### config.mk
export PLATFORM = sky130hd
export DESIGN_NAME = traction_mode_torque_command
export DESIGN_NICKNAME = d
export VERILOG_FILES = /design/src/sv/tmtc_pkg.sv /design/src/sv/tmtc_front.sv /design/src/sv/tmtc_fifo.sv /design/src/sv/tmtc_div.sv /design/src/sv/tmtc_back.sv /design/src/sv/traction_mode_torque_command.sv
export SDC_FILE = /design/constraint.sdc
export NUM_CORES = 1
export LEC_CHECK = 0
export ABC_AREA = 1
export ABC_CLOCK_PERIOD_IN_PS = 5300
export BUFFER_PORTS_ARGS = -buffer_cell sky130_fd_sc_hd__buf_2
export CAP_MARGIN = 25
export CORE_MARGIN = 3
export CORE_UTILIZATION = 51
export DETAILED_ROUTE_END_ITERATION = 7
export HOLD_SLACK_MARGIN = 0.08
export PLACE_DENSITY = 0.84
export SYNTH_ARGS = -nofsm -noshare
export SYNTH_HDL_FRONTEND = slang
export SYNTH_SLANG_ARGS = --single-unit
### constraint.sdc
create_clock -name clock -period 5.3 [get_ports clock]
set_input_delay 0.265 -clock clock [delete_from_list [all_inputs] [get_ports clock]]
set_output_delay 0.265 -clock clock [all_outputs]
set_load 0.01 [all_outputs]
### src/sv/tmtc_pkg.sv
// Shared types, constants and register indexes of the traction mode torque command block.
`default_nettype none
package tmtc_pkg;

   localparam int QUEUE_DEPTH = 2;

   localparam int DVD_W = 29;
   localparam int DVS_W = 23;
   localparam int CNT_W = $clog2(DVD_W);
   localparam int CSR_INDEX_W = 3;

   localparam logic [9:0] THROTTLE_SPLIT = 10'd100;
   localparam logic [15:0] BRAKE_MIN_SPEED = 16'd1200;
   localparam logic [12:0] POWER_NUM = 13'd4522;
   localparam logic [6:0] POWER_DEN = 7'd100;

   localparam logic [CSR_INDEX_W-1:0] CSR_BRAKE_POWER = 3'd0;
   localparam logic [CSR_INDEX_W-1:0] CSR_MAX_REGEN_TORQUE = 3'd1;
   localparam logic [CSR_INDEX_W-1:0] CSR_REGEN_ENABLE = 3'd2;
   localparam logic [CSR_INDEX_W-1:0] CSR_MODE_SPEED_LIMIT = 3'd3;
   localparam logic [CSR_INDEX_W-1:0] CSR_MODE_REGEN_BRAKE = 3'd4;
   localparam logic [CSR_INDEX_W-1:0] CSR_CREEP_SPEED_THRESHOLD = 3'd5;

   localparam logic [15:0] RESET_BRAKE_POWER = 16'd30000;
   localparam logic [15:0] RESET_MAX_REGEN_TORQUE = 16'd1000;

   typedef enum logic [1:0] {
      DS_NEUTRAL = 2'd0,
      DS_BRAKE   = 2'd1,
      DS_ACCEL   = 2'd2,
      DS_DISABLE = 2'd3
   } drive_state_type;

   typedef struct packed {
      logic [15:0] brake_power;
      logic [15:0] max_regen_torque;
      logic        regen_enable;
      logic [15:0] mode_speed_limit;
      logic        mode_regen_brake;
      logic [15:0] creep_speed_threshold;
   } cfg_type;

   typedef struct packed {
      drive_state_type   drive_state;
      logic              enable_bit;
      logic              brake_bit;
      logic              run_bit;
      logic [15:0]       torque_right;
      logic [15:0]       torque_left;
      logic [15:0]       speed_reference;
      logic              need_div;
      logic [DVD_W-1:0]  dividend;
      logic [DVS_W-1:0]  divisor;
   } job_type;

   typedef struct packed {
      drive_state_type drive_state;
      logic            enable_bit;
      logic            brake_bit;
      logic            run_bit;
      logic [15:0]     torque_right;
      logic [15:0]     torque_left;
      logic [15:0]     negative_torque;
      logic [15:0]     speed_reference;
   } rsp_type;

endpackage
`default_nettype wire

### src/sv/tmtc_front.sv
// Front end: accepts a tick, picks the drive state, keeps the held torques and forms the job.
`default_nettype none
module tmtc_front (
   input  wire                    clock,
   input  wire                    reset,
   input  tmtc_pkg::cfg_type      cfg,
   input  wire                    push,
   output logic                   full,
   input  wire                    disable_req,
   input  wire                    new_reference,
   input  wire  [15:0]            torque_in_right,
   input  wire  [15:0]            torque_in_left,
   input  wire  [9:0]             throttle,
   input  wire  [15:0]            rear_mean_speed,
   input  wire  [15:0]            motor_speed_left,
   input  wire  [15:0]            motor_speed_right,
   input  wire  [15:0]            wheel_speed_right,
   input  wire  [15:0]            wheel_speed_left,
   input  wire                    queue_full,
   output logic                   queue_push,
   output tmtc_pkg::job_type      queue_data
);

   logic [15:0] held_right_ff, held_right_in;
   logic [15:0] held_left_ff, held_left_in;
   logic [15:0] torque_sel_right, torque_sel_left;
   logic [15:0] speed_max;
   tmtc_pkg::drive_state_type state_sel;
   tmtc_pkg::job_type job;

   assign full = queue_full;
   assign queue_push = push && !queue_full;

   always_comb begin
      torque_sel_right = new_reference ? torque_in_right : held_right_ff;
      torque_sel_left  = new_reference ? torque_in_left : held_left_ff;
      speed_max = (motor_speed_left > motor_speed_right) ? motor_speed_left : motor_speed_right;

      if (disable_req) begin
         state_sel = tmtc_pkg::DS_DISABLE;
      end else if (throttle < tmtc_pkg::THROTTLE_SPLIT && cfg.regen_enable
                   && rear_mean_speed > tmtc_pkg::BRAKE_MIN_SPEED) begin
         state_sel = tmtc_pkg::DS_BRAKE;
      end else if (throttle > tmtc_pkg::THROTTLE_SPLIT) begin
         state_sel = tmtc_pkg::DS_ACCEL;
      end else begin
         state_sel = tmtc_pkg::DS_NEUTRAL;
      end

      job = '0;
      job.drive_state = state_sel;
      job.enable_bit = 1'b1;
      job.dividend = tmtc_pkg::DVD_W'(cfg.brake_power) * tmtc_pkg::DVD_W'(tmtc_pkg::POWER_NUM);
      job.divisor = tmtc_pkg::DVS_W'(speed_max) * tmtc_pkg::DVS_W'(tmtc_pkg::POWER_DEN);
      case (state_sel)
         tmtc_pkg::DS_NEUTRAL: begin
            job.run_bit = (wheel_speed_right > cfg.creep_speed_threshold)
                          || (wheel_speed_left > cfg.creep_speed_threshold);
            job.speed_reference = cfg.mode_speed_limit;
         end
         tmtc_pkg::DS_BRAKE: begin
            job.brake_bit = cfg.mode_regen_brake;
            job.run_bit = 1'b1;
            job.need_div = (speed_max != 16'd0);
         end
         tmtc_pkg::DS_ACCEL: begin
            job.run_bit = 1'b1;
            job.speed_reference = cfg.mode_speed_limit;
            job.torque_right = torque_sel_right;
            job.torque_left = torque_sel_left;
         end
         default: begin
            job.enable_bit = 1'b0;
         end
      endcase
      queue_data = job;

      held_right_in = held_right_ff;
      held_left_in = held_left_ff;
      if (queue_push) begin
         held_right_in = job.torque_right;
         held_left_in = job.torque_left;
      end
   end

   always_ff @(posedge clock) begin
      if (reset) begin
         held_right_ff <= '0;
         held_left_ff <= '0;
      end else begin
         held_right_ff <= held_right_in;
         held_left_ff <= held_left_in;
      end
   end

endmodule
`default_nettype wire

### src/sv/tmtc_fifo.sv
// Short queue of classified jobs between the front end and the back end.
`default_nettype none
module tmtc_fifo #(
   parameter int DEPTH = tmtc_pkg::QUEUE_DEPTH
) (
   input  wire                clock,
   input  wire                reset,
   input  wire                wr_en,
   input  tmtc_pkg::job_type  wr_data,
   output logic               wr_full,
   input  wire                rd_en,
   output tmtc_pkg::job_type  rd_data,
   output logic               rd_empty
);

   localparam int PTR_W = (DEPTH > 1) ? $clog2(DEPTH) : 1;
   localparam int CNT_W = $clog2(DEPTH + 1);

   tmtc_pkg::job_type slot_ff [DEPTH];
   logic [PTR_W-1:0] wr_ptr_ff, wr_ptr_in;
   logic [PTR_W-1:0] rd_ptr_ff, rd_ptr_in;
   logic [CNT_W-1:0] count_ff, count_in;
   logic do_wr, do_rd;

   assign wr_full = (count_ff == CNT_W'(DEPTH));
   assign rd_empty = (count_ff == '0);
   assign rd_data = slot_ff[rd_ptr_ff];
   assign do_wr = wr_en && !wr_full;
   assign do_rd = rd_en && !rd_empty;

   always_comb begin
      wr_ptr_in = wr_ptr_ff;
      rd_ptr_in = rd_ptr_ff;
      count_in = count_ff;
      if (do_wr) begin
         wr_ptr_in = (wr_ptr_ff == PTR_W'(DEPTH - 1)) ? '0 : wr_ptr_ff + 1'b1;
      end
      if (do_rd) begin
         rd_ptr_in = (rd_ptr_ff == PTR_W'(DEPTH - 1)) ? '0 : rd_ptr_ff + 1'b1;
      end
      if (do_wr && !do_rd) begin
         count_in = count_ff + 1'b1;
      end else if (do_rd && !do_wr) begin
         count_in = count_ff - 1'b1;
      end
   end

   always_ff @(posedge clock) begin
      if (reset) begin
         wr_ptr_ff <= '0;
         rd_ptr_ff <= '0;
         count_ff <= '0;
      end else begin
         wr_ptr_ff <= wr_ptr_in;
         rd_ptr_ff <= rd_ptr_in;
         count_ff <= count_in;
      end
   end

   always_ff @(posedge clock) begin
      if (do_wr) begin
         slot_ff[wr_ptr_ff] <= wr_data;
      end
   end

endmodule
`default_nettype wire

### src/sv/tmtc_div.sv
// Restoring divider that yields one quotient bit per cycle for the regenerative torque.
`default_nettype none
module tmtc_div (
   input  wire                          clock,
   input  wire                          reset,
   input  wire                          start,
   input  wire  [tmtc_pkg::DVD_W-1:0]   dividend,
   input  wire  [tmtc_pkg::DVS_W-1:0]   divisor,
   output logic                         busy,
   output logic [tmtc_pkg::DVD_W-1:0]   quotient
);

   localparam int NW = tmtc_pkg::DVD_W;
   localparam int DW = tmtc_pkg::DVS_W;

   logic [NW-1:0] quo_ff, quo_in;
   logic [DW-1:0] rem_ff, rem_in;
   logic [DW-1:0] dvs_ff, dvs_in;
   logic [tmtc_pkg::CNT_W-1:0] cnt_ff, cnt_in;
   logic busy_ff, busy_in;
   logic [DW:0] trial;
   logic [DW+1:0] diff;
   logic fits;

   assign busy = busy_ff;
   assign quotient = quo_ff;

   always_comb begin
      trial = {rem_ff, quo_ff[NW-1]};
      diff = {1'b0, trial} - {2'b00, dvs_ff};
      fits = !diff[DW+1];
      quo_in = quo_ff;
      rem_in = rem_ff;
      dvs_in = dvs_ff;
      cnt_in = cnt_ff;
      busy_in = busy_ff;
      if (start) begin
         quo_in = dividend;
         rem_in = '0;
         dvs_in = divisor;
         cnt_in = tmtc_pkg::CNT_W'(NW - 1);
         busy_in = 1'b1;
      end else if (busy_ff) begin
         quo_in = {quo_ff[NW-2:0], fits};
         rem_in = fits ? diff[DW-1:0] : trial[DW-1:0];
         if (cnt_ff == '0) begin
            busy_in = 1'b0;
         end else begin
            cnt_in = cnt_ff - 1'b1;
         end
      end
   end

   always_ff @(posedge clock) begin
      if (reset) begin
         busy_ff <= 1'b0;
         cnt_ff <= '0;
      end else begin
         busy_ff <= busy_in;
         cnt_ff <= cnt_in;
      end
   end

   always_ff @(posedge clock) begin
      quo_ff <= quo_in;
      rem_ff <= rem_in;
      dvs_ff <= dvs_in;
   end

endmodule
`default_nettype wire

### src/sv/tmtc_back.sv
// Back end: takes jobs from the queue, runs the torque division and holds the finished result.
`default_nettype none
module tmtc_back (
   input  wire                    clock,
   input  wire                    reset,
   input  tmtc_pkg::cfg_type      cfg,
   input  wire                    queue_empty,
   input  tmtc_pkg::job_type      queue_data,
   output logic                   queue_pop,
   output logic                   rsp_valid,
   output tmtc_pkg::rsp_type      rsp_data,
   input  wire                    rsp_pop
);

   typedef enum logic [2:0] {
      BK_IDLE   = 3'b001,
      BK_DIVIDE = 3'b010,
      BK_DONE   = 3'b100
   } back_state_type;

   back_state_type state_ff, state_in;
   tmtc_pkg::job_type job_ff, job_in;
   tmtc_pkg::rsp_type out_ff, out_in;
   logic out_valid_ff, out_valid_in;
   logic out_free;
   logic div_start, div_busy;
   logic [tmtc_pkg::DVD_W-1:0] div_quotient;
   logic [15:0] neg_clamped;

   tmtc_div u_div (
      .clock    (clock),
      .reset    (reset),
      .start    (div_start),
      .dividend (queue_data.dividend),
      .divisor  (queue_data.divisor),
      .busy     (div_busy),
      .quotient (div_quotient)
   );

   assign rsp_valid = out_valid_ff;
   assign rsp_data = out_ff;
   assign out_free = !out_valid_ff || rsp_pop;

   always_comb begin
      neg_clamped = (div_quotient > tmtc_pkg::DVD_W'(cfg.max_regen_torque))
                    ? cfg.max_regen_torque : div_quotient[15:0];
      state_in = state_ff;
      job_in = job_ff;
      out_in = out_ff;
      out_valid_in = out_valid_ff && !rsp_pop;
      queue_pop = 1'b0;
      div_start = 1'b0;
      case (state_ff)
         BK_IDLE: begin
            if (!queue_empty && out_free) begin
               queue_pop = 1'b1;
               if (queue_data.need_div) begin
                  div_start = 1'b1;
                  job_in = queue_data;
                  state_in = BK_DIVIDE;
               end else begin
                  out_in.drive_state = queue_data.drive_state;
                  out_in.enable_bit = queue_data.enable_bit;
                  out_in.brake_bit = queue_data.brake_bit;
                  out_in.run_bit = queue_data.run_bit;
                  out_in.torque_right = queue_data.torque_right;
                  out_in.torque_left = queue_data.torque_left;
                  out_in.speed_reference = queue_data.speed_reference;
                  out_in.negative_torque = (queue_data.drive_state == tmtc_pkg::DS_BRAKE)
                                           ? cfg.max_regen_torque : 16'd0;
                  out_valid_in = 1'b1;
               end
            end
         end
         BK_DIVIDE: begin
            if (!div_busy) begin
               state_in = BK_DONE;
            end
         end
         BK_DONE: begin
            if (out_free) begin
               out_in.drive_state = job_ff.drive_state;
               out_in.enable_bit = job_ff.enable_bit;
               out_in.brake_bit = job_ff.brake_bit;
               out_in.run_bit = job_ff.run_bit;
               out_in.torque_right = job_ff.torque_right;
               out_in.torque_left = job_ff.torque_left;
               out_in.speed_reference = job_ff.speed_reference;
               out_in.negative_torque = neg_clamped;
               out_valid_in = 1'b1;
               state_in = BK_IDLE;
            end
         end
         default: begin
            state_in = BK_IDLE;
         end
      endcase
   end

   always_ff @(posedge clock) begin
      if (reset) begin
         state_ff <= BK_IDLE;
         out_valid_ff <= 1'b0;
      end else begin
         state_ff <= state_in;
         out_valid_ff <= out_valid_in;
      end
   end

   always_ff @(posedge clock) begin
      job_ff <= job_in;
      out_ff <= out_in;
   end

   a_pop_only_idle: assert property (@(posedge clock) disable iff (reset)
      queue_pop |-> (state_ff == BK_IDLE && out_free))
      else $error("queue read outside the idle state or with the result register occupied");

   a_divide_runs: assert property (@(posedge clock) disable iff (reset)
      (state_ff == BK_DIVIDE && $past(state_ff) == BK_IDLE) |-> div_busy)
      else $error("divider not running after a division was started");

   a_neg_only_brake: assert property (@(posedge clock) disable iff (reset)
      (out_valid_ff && out_ff.drive_state != tmtc_pkg::DS_BRAKE) |-> out_ff.negative_torque == 16'd0)
      else $error("negative torque outside the brake state");

   a_neg_clamped: assert property (@(posedge clock) disable iff (reset)
      (state_ff == BK_DONE && out_free) |=> out_ff.negative_torque <= cfg.max_regen_torque)
      else $error("regenerative torque above the configured maximum");

endmodule
`default_nettype wire

### src/sv/traction_mode_torque_command.sv
// Top level of the traction mode torque command block: register file, front end, queue, back end.
// A tick needing the regenerative torque division passes through the queue, the divider and the
// result register; other ticks pass through the queue and the result register.
// The back end takes no new tick while the bit-serial divider works out its 29 quotient bits.
// Other ticks pass at up to one per cycle while no division runs and the results are popped.
// Synchronous reset empties the queue and result register, clears the held torques, loads defaults.
`default_nettype none
module traction_mode_torque_command #(
   parameter int QUEUE_DEPTH = tmtc_pkg::QUEUE_DEPTH
) (
   input  wire                                clock,
   input  wire                                reset,
   input  wire                                push,
   output logic                               full,
   input  wire                                req_disable_req,
   input  wire                                req_new_reference,
   input  wire  [15:0]                        req_torque_in_right,
   input  wire  [15:0]                        req_torque_in_left,
   input  wire  [9:0]                         req_throttle,
   input  wire  [15:0]                        req_rear_mean_speed,
   input  wire  [15:0]                        req_motor_speed_left,
   input  wire  [15:0]                        req_motor_speed_right,
   input  wire  [15:0]                        req_wheel_speed_right,
   input  wire  [15:0]                        req_wheel_speed_left,
   output logic                               empty,
   input  wire                                pop,
   output logic [1:0]                         rsp_drive_state,
   output logic                               rsp_enable_bit,
   output logic                               rsp_brake_bit,
   output logic                               rsp_run_bit,
   output logic [15:0]                        rsp_torque_out_right,
   output logic [15:0]                        rsp_torque_out_left,
   output logic [15:0]                        rsp_negative_torque,
   output logic [15:0]                        rsp_speed_reference,
   input  wire                                csr_valid,
   output logic                               csr_ready,
   input  wire  [tmtc_pkg::CSR_INDEX_W-1:0]   csr_index,
   input  wire  [15:0]                        csr_wdata
);

   tmtc_pkg::cfg_type cfg_ff, cfg_in;
   tmtc_pkg::job_type front_data, queue_data;
   tmtc_pkg::rsp_type rsp_data;
   logic front_push, queue_full, queue_empty, queue_pop, rsp_valid;

   assign csr_ready = 1'b1;

   always_comb begin
      cfg_in = cfg_ff;
      if (csr_valid) begin
         case (csr_index)
            tmtc_pkg::CSR_BRAKE_POWER:           cfg_in.brake_power = csr_wdata;
            tmtc_pkg::CSR_MAX_REGEN_TORQUE:      cfg_in.max_regen_torque = csr_wdata;
            tmtc_pkg::CSR_REGEN_ENABLE:          cfg_in.regen_enable = csr_wdata[0];
            tmtc_pkg::CSR_MODE_SPEED_LIMIT:      cfg_in.mode_speed_limit = csr_wdata;
            tmtc_pkg::CSR_MODE_REGEN_BRAKE:      cfg_in.mode_regen_brake = csr_wdata[0];
            tmtc_pkg::CSR_CREEP_SPEED_THRESHOLD: cfg_in.creep_speed_threshold = csr_wdata;
            default: begin
            end
         endcase
      end
   end

   always_ff @(posedge clock) begin
      if (reset) begin
         cfg_ff.brake_power <= tmtc_pkg::RESET_BRAKE_POWER;
         cfg_ff.max_regen_torque <= tmtc_pkg::RESET_MAX_REGEN_TORQUE;
         cfg_ff.regen_enable <= 1'b0;
         cfg_ff.mode_speed_limit <= '0;
         cfg_ff.mode_regen_brake <= 1'b0;
         cfg_ff.creep_speed_threshold <= '0;
      end else begin
         cfg_ff <= cfg_in;
      end
   end

   tmtc_front u_front (
      .clock             (clock),
      .reset             (reset),
      .cfg               (cfg_ff),
      .push              (push),
      .full              (full),
      .disable_req       (req_disable_req),
      .new_reference     (req_new_reference),
      .torque_in_right   (req_torque_in_right),
      .torque_in_left    (req_torque_in_left),
      .throttle          (req_throttle),
      .rear_mean_speed   (req_rear_mean_speed),
      .motor_speed_left  (req_motor_speed_left),
      .motor_speed_right (req_motor_speed_right),
      .wheel_speed_right (req_wheel_speed_right),
      .wheel_speed_left  (req_wheel_speed_left),
      .queue_full        (queue_full),
      .queue_push        (front_push),
      .queue_data        (front_data)
   );

   tmtc_fifo #(
      .DEPTH (QUEUE_DEPTH)
   ) u_fifo (
      .clock    (clock),
      .reset    (reset),
      .wr_en    (front_push),
      .wr_data  (front_data),
      .wr_full  (queue_full),
      .rd_en    (queue_pop),
      .rd_data  (queue_data),
      .rd_empty (queue_empty)
   );

   tmtc_back u_back (
      .clock       (clock),
      .reset       (reset),
      .cfg         (cfg_ff),
      .queue_empty (queue_empty),
      .queue_data  (queue_data),
      .queue_pop   (queue_pop),
      .rsp_valid   (rsp_valid),
      .rsp_data    (rsp_data),
      .rsp_pop     (pop)
   );

   assign empty = !rsp_valid;
   assign rsp_drive_state = rsp_data.drive_state;
   assign rsp_enable_bit = rsp_data.enable_bit;
   assign rsp_brake_bit = rsp_data.brake_bit;
   assign rsp_run_bit = rsp_data.run_bit;
   assign rsp_torque_out_right = rsp_data.torque_right;
   assign rsp_torque_out_left = rsp_data.torque_left;
   assign rsp_negative_torque = rsp_data.negative_torque;
   assign rsp_speed_reference = rsp_data.speed_reference;

endmodule
`default_nettype wire

After elaboration in Yosys (flattened, before gate mapping)
Memories as Yosys holds them, arrays and structs flattened. A register that Yosys moved wholly into a read port is not among the register bits.
Index checks and enable logic that the tools add are counted.

storage, ports and cells
  register bits after elaboration = 309
  latch bits = 0
  memory bits (writable) = 206
  ROM bits = 0
  input bits = 148
  memories kept = 1

operators by class
  add/subtract/negate cells = 6
  multiply operators = 2
  div/mod/pow operators = 0
  magnitude comparators = 7
  equal/unequal tests = 18
  shift operators = 0
  multiplexer cells = 49
  bitwise logic cells = 1
  reductions and logical operators = 41

memory list
  memory          depth  bits a word  rd ports  clocked after Yosys merged registers in  write ports  line             RTL
  u_fifo.slot_ff  2      103          1         1                                        1            tmtc_fifo.sv:19  tmtc_pkg::job_type slot_ff [DEPTH];

operators by type and width
  cell                                                         count
  2-to-1 mux 69 bit                                            3
  case mux 69 bit (2 select lines)                             1
  2-to-1 mux 16 bit                                            6
  2-to-1 mux 29 bit                                            2
  > comparator 16 bit                                          3
  2-to-1 mux 32 bit                                            1
  > comparator 29 x 16 -> 1 bit                                1
  multiplier 16 x 12 -> 28 bit, second input constant          1
  subtractor 24 x 23 -> 25 bit                                 1
  2-to-1 mux 23 bit                                            1
  multiplier 16 x 5 -> 21 bit, second input constant           1
  2-to-1 mux 1 bit                                             20
  > comparator 16 x 11 -> 1 bit, second input constant         1
  AND reduction 2 bit                                          8
  nonzero test 16 bit                                          1
  2-to-1 mux 5 bit                                             3
  2-to-1 mux 3 bit                                             4
  > comparator 10 x 7 -> 1 bit, second input constant          1
  less-than comparator 10 x 7 -> 1 bit, second input constant  1
  2-to-1 mux 2 bit                                             5
  equality test 3 x 2 -> 1 bit, second input constant          3
  equality test 3 bit, second input constant                   3
  logical AND 1 bit                                            9
  case mux 3 bit (3 select lines)                              1
  other kinds (21)                                             43

Longest topological paths before layout
  word-level depth = 9
  depth in mapped cells = 29
  depth with buffers taken out = 28

By module
From an unflattened synthesis, not the netlist that was laid out.

unflattened totals
  cells, all modules = 3365
  area total of the unflattened synthesis = 30805.8 um2

modules (own cells, without submodules)
  module                        instances  cells each  area an instance (um2)  seq. area each (um2)
  tmtc_front                    1          1350        9367.7                  640.6
  tmtc_fifo                     1          367         8050.2                  6466.2
  tmtc_back                     1          525         5572.8                  3743.6
  tmtc_div                      1          745         5142.4                  2142.1
  traction_mode_torque_command  1          378         2672.6                  1321.3

Worst setup path after synthesis
OpenSTA, ideal clock, no wires.

  path kind = reg-to-reg
  start = reg u_fifo.count_ff[1]
  end = mem u_fifo.slot_ff[1][0] (netlist bit), enable pin
  setup time = 568 ps
  arrival = 4843 ps
  slack = -111 ps
  cell stages (with the launch flop) = 4
  period minus slack after synthesis = 5411 ps
  cell sequence = dfxtp_1 -> inv_1 -> o21ai_0 -> nor2_1

between the ends
  cells in the longest elaborated chain, start to end = 6

RTL lines
  what                                      line                               RTL
  start: declaration                        tmtc_fifo.sv:22                    logic [CNT_W-1:0] count_ff, count_in;
  start signal: assignment                  tmtc_fifo.sv:56                    count_ff <= count_in;
  equality test 2 bit *                     tmtc_fifo.sv:25                    assign wr_full = (count_ff == CNT_W'(DEPTH));
  zero test 1 bit *                         tmtc_front.sv:32, tmtc_fifo.sv:28
  logical AND 1 bit                         tmtc_front.sv:32                   assign queue_push = push && !queue_full;
  logical AND 1 bit *                       tmtc_fifo.sv:28                    assign do_wr = wr_en && !wr_full;
  2-to-1 mux 1 bit *                        tmtc_fifo.sv:61                    if (do_wr) begin
  2-to-1 mux 1 bit (implied by the code) *  tmtc_fifo.sv:62                    slot_ff[wr_ptr_ff] <= wr_data;
  end: declaration                          tmtc_fifo.sv:19

Mark *: on every way between the ends. The rest lies on a longest branch, timed or not.

==> impl_metrics.tcl <==
set metrics [dict create \
    grt_pass1_wl_um 111300 \
    postCtsResizedCells 0 \
    start_util 0.5186 \
    leakagePower_uw 0.01517 \
    critPathMaxFanout 7 \
    fmax_mhz 218.5 \
    ys_seq_area_frac 0.4897 \
    p_per_area_mw_per_mm2 492.7 \
    place_congestion 0.9061 \
    io_pins 220 \
    synth_cells 3040 \
    outcome "finished clean" \
    row_count 86 \
    die_h_um 243.4 \
    worstPathRequired_ns 5.64 \
    clockBufferDepth 3 \
    ctsHoldBuffers 51 \
    post_cts_buffers 0 \
    die_x_um 243.4 \
    grt_max_degree 86 \
    cts.htree.levels 2 \
    async_reset_ff_frac 0 \
    synth_edf_count 378 \
    cap_violations 0 \
    irDropWorstVdd_v 0.0003180 \
    fin_tns_setup_ns 0 \
    finalHoldViolations 0 \
    start_kind "register" \
    grt_overflow_total 0 \
    synth_top_cell_by_area "edfxtp_1" \
    crit_arrival_ns 4.92 \
    period_minus_slack_ns 4.577 \
    drive_gt1_frac 0.1315 \
    yosys_warnings 0 \
    netlist_area_mm2 0.02874 \
    n_fill_cell 4297 \
    skew_ns 0.04079 \
    dp.cells 3929 \
    layout_setup_ws_ns 0.7234 \
    rsz0062_at_grt "no" \
    clk_pin_slew_ns 0.07 \
    io_buffers 218 \
    track_usage 0.2323 \
    critPathKind "register to register" \
    detail_route.iter0.violations 2017 \
    endpoint_kind "register" \
    period_share 0.8635 \
    cts-root-buf "clkbuf_16" \
    cts_made_buffers 51 \
    slew_headroom 0.3384 \
    hold_path.class "input pin to register" \
    clkSinkCount 514 \
    die-area_mm2 0.05923 \
    dr.pass1.iters 8 \
    dp_slack_ns 0.6927 \
    antenna_found_initial 8 \
    synth_area_per_cell_um2 9.454 \
    final_net_count 3747 \
    final_area_mm2 0.03298 \
    final_antenna_net_count 0 \
    wirelength_um 70290 \
    ys_top_cells_by_area "edfxtp_1, ha_1, nand2_1, dfxtp_1, inv_1" \
    final_cells 4081 \
    route.vias.total 21921 \
    synth_ff_type "edfxtp_1" \
    core_mm2 0.05542 \
    worst_pin_slew_ns 0.9924 \
    dp_hpwl_um 47530 \
    wl_per_cell_um 17.22 \
    setup_viol 0 \
    cts_tree "yes" \
    synth_seq_cells 514 \
    slew_violations 0 \
    yosys.area.top_type_share 0.3950 \
    vias_per_cell 5.371 \
    regArea_mm2 0.01408 \
    synth_fp_nets 3499 \
    multiInputGateArea_mm2 0.01248 \
    placed_cell_area_mm2 0.03056 \
    grt_pass1_vias 21435 \
    drc_errors 0 \
    clk_latency_ns 0.63 \
    area_growth_pct 14.76 \
    yosysUniqueCellTypes 48 \
]
[synthesized netlist by cell type (56+ instances only)]
cell	n
fa_1	60
ha_1	251
inv_1	472
nand3_1	130
nor2_1	144
o21ai_0	149
mux2_2	73
nand2_1	762
edfxtp_1	378
clkbuf_1	56
dfxtp_1	136
a21oi_1	160
[kinds of logic after synthesis]
family | count (synthesis) | share of synthesized area
and+or+nand+nor | 1137 | 0.1660
DFF | 514 | 0.4897
adders and majority gates | 311 | 0.1511
AOI/OAI and AO/OA | 393 | 0.07480
xor gates and xnor gates | 40 | 0.01219
buffers and inverters | 571 | 0.07754
muxes | 73 | 0.02860
other | 1 | 0.0001305
[cell usage in the layout, fill, tap and decap left out, types with 73 or more instances in the layout]
master,count
mux2_2,73
dfxtp_1,135
buf_2,218
nor2_1,138
nand2_1,762
inv_1,471
ha_1,251
o21ai_0,149
nand3_1,130
a21oi_1,160
edfxtp_1,378
[flip-flops by register name, summed over array words and instances (netlist names), named ones only]
signal                 cells
u_fifo.slot_ff           206
u_back.rsp_data           69
cfg_ff                    66
u_back.job_ff             53
u_back.u_div.quotient     29
u_back.u_div.rem_ff       23
u_back.u_div.dvs_ff       21
u_front.held_left_ff      16
u_front.held_right_ff     16
u_back.u_div.cnt_ff        5
u_back.state_ff            3
u_fifo.count_ff            2
u_back.rsp_valid           1
u_back.u_div.busy          1
u_fifo.rd_ptr_ff           1
u_fifo.wr_ptr_ff           1
[area by class of cell]
cell class | count | share of cell area
repair buffers | 292 | 0.05675
clock buffers | 58 | 0.04116
inverters | 474 | 0.05395
well taps | 748 | 0.02838
flip-flops and latches | 514 | 0.4268
diodes | 2 | 0.0001518
multi-input cells | 1955 | 0.3783
clock inverters | 38 | 0.01445
[worst max-delay path, cell delays in order, from the launching register on]
cell and delay, ns:
dfxtp_1 0.57, ha_1 0.31, ha_1 0.28, inv_1 0.05, fa_1 0.51, fa_1 0.54
inv_1 0.05, fa_1 0.47, ha_1 0.37, nand2_1 0.10, o21ai_0 0.27, a21oi_1 0.11
o21ai_0 0.38, nand2_1 0.12, nand3_1 0.10, nand2_1 0.07
[through the flow]
step	total power, uW	util	hold WS, ns
2_1_floorplan	10620	-	0.3914
3_3_place_gp	12070	0.5511	0.4429
3_5_place_dp	12300	0.5515	0.4468
4_1_cts	16220	0.5938	0.08168
5_1_grt	17290	0.5951	0.09722
6_report	16250	0.5951	0.1010
[report_power, final]
part	switching [uW]	internal [uW]
clock network	1640	2220
logic	3830	2070
registers	492	6000
total	5960	10300
[layer usage]
layer	GRT usage	wire [um]	vias to the layer above
met1	0.3070	28760	10252
met2	0.3873	33360	912
met4	0.08225	2559	6
li1	-	-	10562
met5	0	40	-
met3	0.03995	5568	189
[worst paths after layout]
check | from | to | slack, ns | depth (start not counted)
worst min-delay path | req_torque_in_right[9] | u_front.held_right_ff[9]$_SDFFE_PP0P_ | 0.10 | 5
worst max register to register | cfg_ff[55]$_SDFFE_PP1P_ | u_fifo.slot_ff[0][42]$_DFFE_PP_ | 0.72 | 15
worst max-delay path | cfg_ff[55]$_SDFFE_PP1P_ | u_fifo.slot_ff[0][42]$_DFFE_PP_ | 0.72 | 15
worst min register to register | cfg_ff[22]$_SDFFE_PP0P_ | cfg_ff[22]$_SDFFE_PP0P_ | 0.45 | 2
No activity file was read; power rests on OpenSTA's default activity.
